$ cat config.mk
export PLATFORM = sky130hd
export DESIGN_NAME = poae_ram
export DESIGN_NICKNAME = d
export VERILOG_FILES = /design/src/hdl/poae_ram.sv
export SDC_FILE = /design/constraint.sdc
export NUM_CORES = 1
export LEC_CHECK = 0
export BUFFER_PORTS_ARGS = -buffer_cell sky130_fd_sc_hd__buf_2
export CAP_MARGIN = 20
export CORE_ASPECT_RATIO = 1.1
export CORE_MARGIN = 2
export CORE_UTILIZATION = 44
export CTS_CLUSTER_DIAMETER = 60
export DETAILED_ROUTE_END_ITERATION = 7
export HOLD_SLACK_MARGIN = 0.1
export PLACE_DENSITY = 0.63
export SLEW_MARGIN = 20
export SYNTH_ARGS = -nofsm -noshare
export SYNTH_HDL_FRONTEND = slang
export SYNTH_SLANG_ARGS = --single-unit
$ cat constraint.sdc
create_clock -name clk -period 1.83 [get_ports clk]
set_input_delay 0.366 -clock clk [delete_from_list [all_inputs] [get_ports clk]]
set_output_delay 0.366 -clock clk [all_outputs]
set_load 0.1 [all_outputs]
$ cat src/hdl/poae_ram.sv
module poae_ram #(
  parameter int W = 8,
  parameter int D = 16
) (
  input  logic                 clk,
  input  logic                 we,
  input  logic [$clog2(D)-1:0] waddr,
  input  logic [W-1:0]         wdata,
  input  logic [$clog2(D)-1:0] raddr,
  output logic [W-1:0]         rdata
);

  logic [W-1:0] mem [D];

  // Single write port, registered read (old data on collision)
  always_ff @(posedge clk) begin
    if (we) begin
      mem[waddr] <= wdata;
    end
    rdata <= mem[raddr];
  end

endmodule

==> reports/metrics.yaml, run 1 <==
viasPerCell: 5.25
finish.utilization_pct: 53.6
hold_viol: 0
cp-startpoint: "rdata[7]"
hold_path_class: "in -> reg"
whs_ns: 0.346
gp_congestion: 0.781
outcome: "finished clean"
pin_count: 26
ant_nets: 0
cts_sinks: 136
cp_num_buf_inv: 1
layout.nets: 303
die_area_mm2: 0.0126
maxSlewViolCount: 0
yosysSeqAreaShare_pct: 77.8
post_drt_wl_per_cell_um: 20.7
fillers: 869
vdd_drop_max_v: 0.000746
cp.arrival_ns: 1.19
synth_area_mm2: 0.00515
port_buffers: 25
synth_top_area_cell: "edfxtp_1"
syn_to_final_growth_pct: 19.1
cts_tree: "built"
crit_path_end_kind: "output port"
rows: 41
hpwl_mm: 6.13
drive_above_1_share_pct: 31.2
antenna_found_initial: 0
grt_overflow: 0
crit_path_cell_trace: "buf_2"
leakage_nw: 2.09
cts-root-buf: "clkbuf_16"
post_cts_buffers: 0
vias: 2351
yosysWarnings: 0
cp_slowest_cell: "buf_2"
dieWidth_um: 107
cp-start-kind: "flop"
synthTopCellsByArea: "edfxtp_1, mux4_2, mux4_1, dfxtp_1, a22oi_1"
fin_area_mm2: 0.00613
cts_hold_buf: 0
synthCells: 229
drt-pass1-iter-count: 4
grt_pass1_wl_mm: 14.4
worstMarginPinSlew_ns: 0.697
max_stage_delay_ns: 0.44
final.setup_skew_ns: 0.00494
drc: 0
worstSetupPathType: "reg -> out"
drt_iter0_drc: 130
postSynthRegisterBits: 136
rsz0062_at_grt: "false"
grt_pass1_vias: 2431
finalWirelength_mm: 9.27
post-route-min-period_ns: 1.55
n_antenna_cell: 0
core_mm2: 0.0114
crit_fanout: 1
die_h_um: 117
synth_cell_types: 19
synth_top_cell_area_share_pct: 74.7
setup_viol: 0
cts_max_level: 4
start_util_pct: 45.0
power_density_mw_per_mm2: 1160
synth_nets: 247
crit_required_ns: 1.46
cts-resized-gates: 0
max_freq_mhz: 643
slew_headroom_pct: 53.4
grt_max_degree: 33
dpl-instance-area_mm2: 0.00558
synth.avg_cell_area_um2: 22.5
power_w: 0.00710
crit_family: "buffers and inverters"
setup-tns-final_ns: 0
clk_pin_slew_ns: 0.05
clk_latency_ns: 0.40
r2r_start: "mem[2][1]"
period_share_pct: 84.9
cap_violations: 0
clockBufferDepth: 2
hold_start: "wdata[0]"
grtUsageTotal_pct: 16.2
cts_buffers: 17
## path summary, 6_finish.rpt
check / end / slack (ns) / cells past startpoint
hold reg to reg: rdata[6] / 0.67 / 3
hold / removal: mem[7][0] / 0.35 / 1
setup reg to reg: rdata[1] / 0.47 / 3
setup / recovery: rdata[7] / 0.28 / 1
## state kept, by name (all words and copies together) (netlist names)
| register | flops |
|---|---|
| rdata | 8 |
| mem | 128 |
## placed cells by master, fill, tap and decap left out, drive strengths merged, types with 4 or more instances in the layout
| cell | instances |
|---|---|
| a22oi | 16 |
| edfxtp | 128 |
| nor3 | 4 |
| mux4 | 32 |
| nor2 | 13 |
| buf | 47 |
| nand2 | 9 |
| clkbuf | 22 |
| dfxtp | 8 |
| clkinv | 6 |
## layout make-up
type	count	area, µm²	share of cell area, %
Timing Repair Buffer	47	328	5.35
Clock buffer	22	444	7.25
Multi-Input combinational cell	83	1060	17.3
Clock inverter	10	104	1.69
Tap cell	150	188	3.06
Sequential cell	136	4000	65.3
## power breakdown
part | total [W] | switching [W] | internal, W
logic | 0.000470 | 0.000325 | 0.000145
registers | 0.00350 | 0.0000202 | 0.00348
clock network | 0.00313 | 0.00114 | 0.00198
total | 0.00710 | 0.00149 | 0.00561
## through the flow
stage | cells | setup slack, ns
2_1_floorplan | 229 | 0.198
3_3_place_gp | 416 | 0.0424
3_5_place_dp | 416 | 0.0275
4_1_cts | 448 | 0.217
5_1_grt | 448 | 0.213
6_report | 448 | 0.276
## kinds of logic after synthesis
logic type,count (synthesis),share of synthesized area (%)
buffers and inverters,10,1.68
AOI/OAI and AO/OA,16,2.33
DFF,136,77.8
and+or+nand+nor,35,3.18
muxes,32,15.0
## Yosys cell counts
| master | number |
|---|---|
| clkdlybuf4s25_2 | 3 |
| nand3_1 | 1 |
| buf_6 | 3 |
| mux4_1 | 14 |
| edfxtp_1 | 128 |
| nor2b_1 | 1 |
| buf_2 | 3 |
| a22oi_1 | 16 |
| buf_4 | 1 |
| nor3_1 | 4 |
| or3b_2 | 1 |
| nand3b_1 | 2 |
| nand2_1 | 9 |
| mux4_2 | 18 |
| and2b_1 | 1 |
| nand2b_1 | 2 |
| dfxtp_1 | 8 |
| nor2_1 | 13 |
| and2_1 | 1 |
## per-layer routing
layer | global-route usage, % | wire [µm] | up-vias
met5 | 0 | 0 | -
met4 | 5.36 | 110 | 0
met3 | 4.78 | 388 | 8
met2 | 25.2 | 4570 | 57
met1 | 22.0 | 4190 | 1203
li1 | - | - | 1083
No activity file was read; power rests on OpenSTA's default activity.
==> inputs of run 2 (changes only) <==
PLACE_DENSITY = 0.6   (was 0.63)
clock period = 1.6 ns   (was 1.83 ns; I/O delays follow)
==> reports/metrics.yaml, run 2 (synthesis results as in run 1) <==
outcome: "finished clean"
cp_num_buf_inv: 1  # unchanged
grt_util_met3_pct: 5.67  # +0.89 points
die_h_um: 117  # unchanged
setup_viol: 0  # unchanged
crit_required_ns: 1.28  # -0.18 ns
period_share_pct: 95.4
maxSlewViolCount: 0  # unchanged
hold_viol: 0  # unchanged
cts-root-buf: "clkbuf_16"
ant_nets: 0  # unchanged
layout.nets: 313  # +3.3%
reg2reg_depth: 3  # unchanged
grt_max_degree: 17  # -48%
cap_violations: 0  # unchanged
grt_use_met2_pct: 27.5  # +2.3 points
clockBufferDepth: 2  # unchanged
grt_overflow: 0  # unchanged
grt.busiest_layer: "met2"
crit_fanout: 1  # unchanged
grt_pass1_wl_mm: 15.7  # +9.4%
rsz0062_at_grt: "false"
fin_cells: 458  # +2.2%
cp.depth: 1  # unchanged
hold_path_class: "in -> reg"
regMostFlops: "mem"
power_w: 0.00814  # +15%
hpwl_mm: 6.81  # +11%
gp_congestion: 0.702  # -10%
drt_iter0_drc: 158  # +22%
worstSetupPathType: "reg -> out"
drive_above_1_share_pct: 33.1  # +1.9 points
drt-pass1-iter-count: 4  # unchanged
cp-start-kind: "flop"
post-route-min-period_ns: 1.53
grt_pass1_vias: 2621  # +7.8%
pin_count: 26  # unchanged
die_area_mm2: 0.0126  # unchanged
final.setup_skew_ns: 0.00592  # +0.000978 ns
leakage_nw: 2.15  # +2.9%
crit_path_end_kind: "output port"
crit_path_cell_trace: "buf_2"
final_common_cell: "edfxtp_1"
vias: 2486  # +5.7%
max_stage_delay_ns: 0.44  # about the same
clk_latency_ns: 0.40  # about the same
syn_to_final_growth_pct: 21.0
rows: 41  # unchanged
cts_buffers: 17  # unchanged
drc: 0  # unchanged
vdd_drop_max_v: 0.000590  # -21%
viasPerCell: 5.43  # +3.4%
dieWidth_um: 107  # unchanged
n_antenna_cell: 0  # unchanged
finalWirelength_mm: 10.1  # +8.7%
clk_pin_slew_ns: 0.06  # about the same
core_mm2: 0.0114  # unchanged
max_freq_mhz: 655
cp_slowest_cell: "buf_2"
cts_sinks: 136  # unchanged
post_cts_buffers: 0  # unchanged
cts-resized-gates: 0  # unchanged
start_util_pct: 45.0  # unchanged
slew_headroom_pct: 48.8  # -4.6 points
top_regs: "mem: 128 flops, rdata: 8 flops"
power_density_mw_per_mm2: 1310  # +13%
cts_max_level: 4  # unchanged
holdPathStages: 1  # unchanged
crit_family: "buffers and inverters"
worstMarginPinSlew_ns: 0.766  # +0.0690 ns
port_buffers: 25  # unchanged
antenna_found_initial: 0  # unchanged
cts_hold_buf: 0  # unchanged
cp.arrival_ns: 1.21  # +0.02 ns
layout_common_cells: "edfxtp_1, buf_4, buf_2"
dp_cells: 426  # +2.4%
grtUsageTotal_pct: 17.7  # +1.5 points
grtUsageMet1_pct: 24.6  # +2.5 points
post_drt_wl_per_cell_um: 22.0  # +6.3%
largest_register_ffs: 128  # unchanged
cts_tree: "built"
## run 2: cell types whose count changed in the layout (fill, tap and decap cells not counted), sizes merged
cell      previous run  this run
buf                 47        57
clkinv               6        10
clkbuf              22        19
clkinvlp             2         1
## run 2: final timing paths
kind                    from        end  slack, ns
hold / removal      wdata[4]  mem[5][4]       0.30
setup / recovery    rdata[2]   rdata[2]       0.07
setup reg to reg   mem[1][0]   rdata[0]       0.22
hold reg to reg   mem[12][6]   rdata[6]       0.67
## run 2: per-layer routing
metal / up-vias / part of all wire, %
met2: 74 / 49
met3: 7 / 6.1
li1: 1106 / -
met5: - / 0
met4: 0 / 0.81
met1: 1299 / 45
## run 2: metrics by stage
stage / worst slack (ns) / cell area, µm² / util (%) / hold WS (ns) / TNS [ns]
6_report: 0.0744 / 6230 / 54.4 / 0.299 / 0
2_1_floorplan: 0.0139 / 5150 / - / 0.419 / 0
5_1_grt: 0.0293 / 6230 / 54.4 / 0.301 / 0
3_3_place_gp: -0.227 / 5680 / 49.7 / 0.658 / -0.901
3_5_place_dp: -0.254 / 5680 / 49.7 / 0.667 / -0.836
4_1_cts: 0.0450 / 6230 / 54.4 / 0.283 / 0
## run 2: cell type report
| class | count | area [µm²] |
|---|---|---|
| fill | 901 | 5210 |
| sequential | 136 | 4000 |
| multi-input combinational | 83 | 1060 |
| clock buffer | 19 | 433 |
| timing repair buffer | 57 | 428 |
| tap | 150 | 188 |
| clock inverter | 13 | 111 |
## run 2: report_power, final
| part | switching [W] | internal (W) | total (W) |
|---|---|---|---|
| Clock | 0.00131 | 0.00225 | 0.00355 |
| Combinational | 0.000387 | 0.000186 | 0.000573 |
| Sequential | 0.0000235 | 0.00399 | 0.00401 |
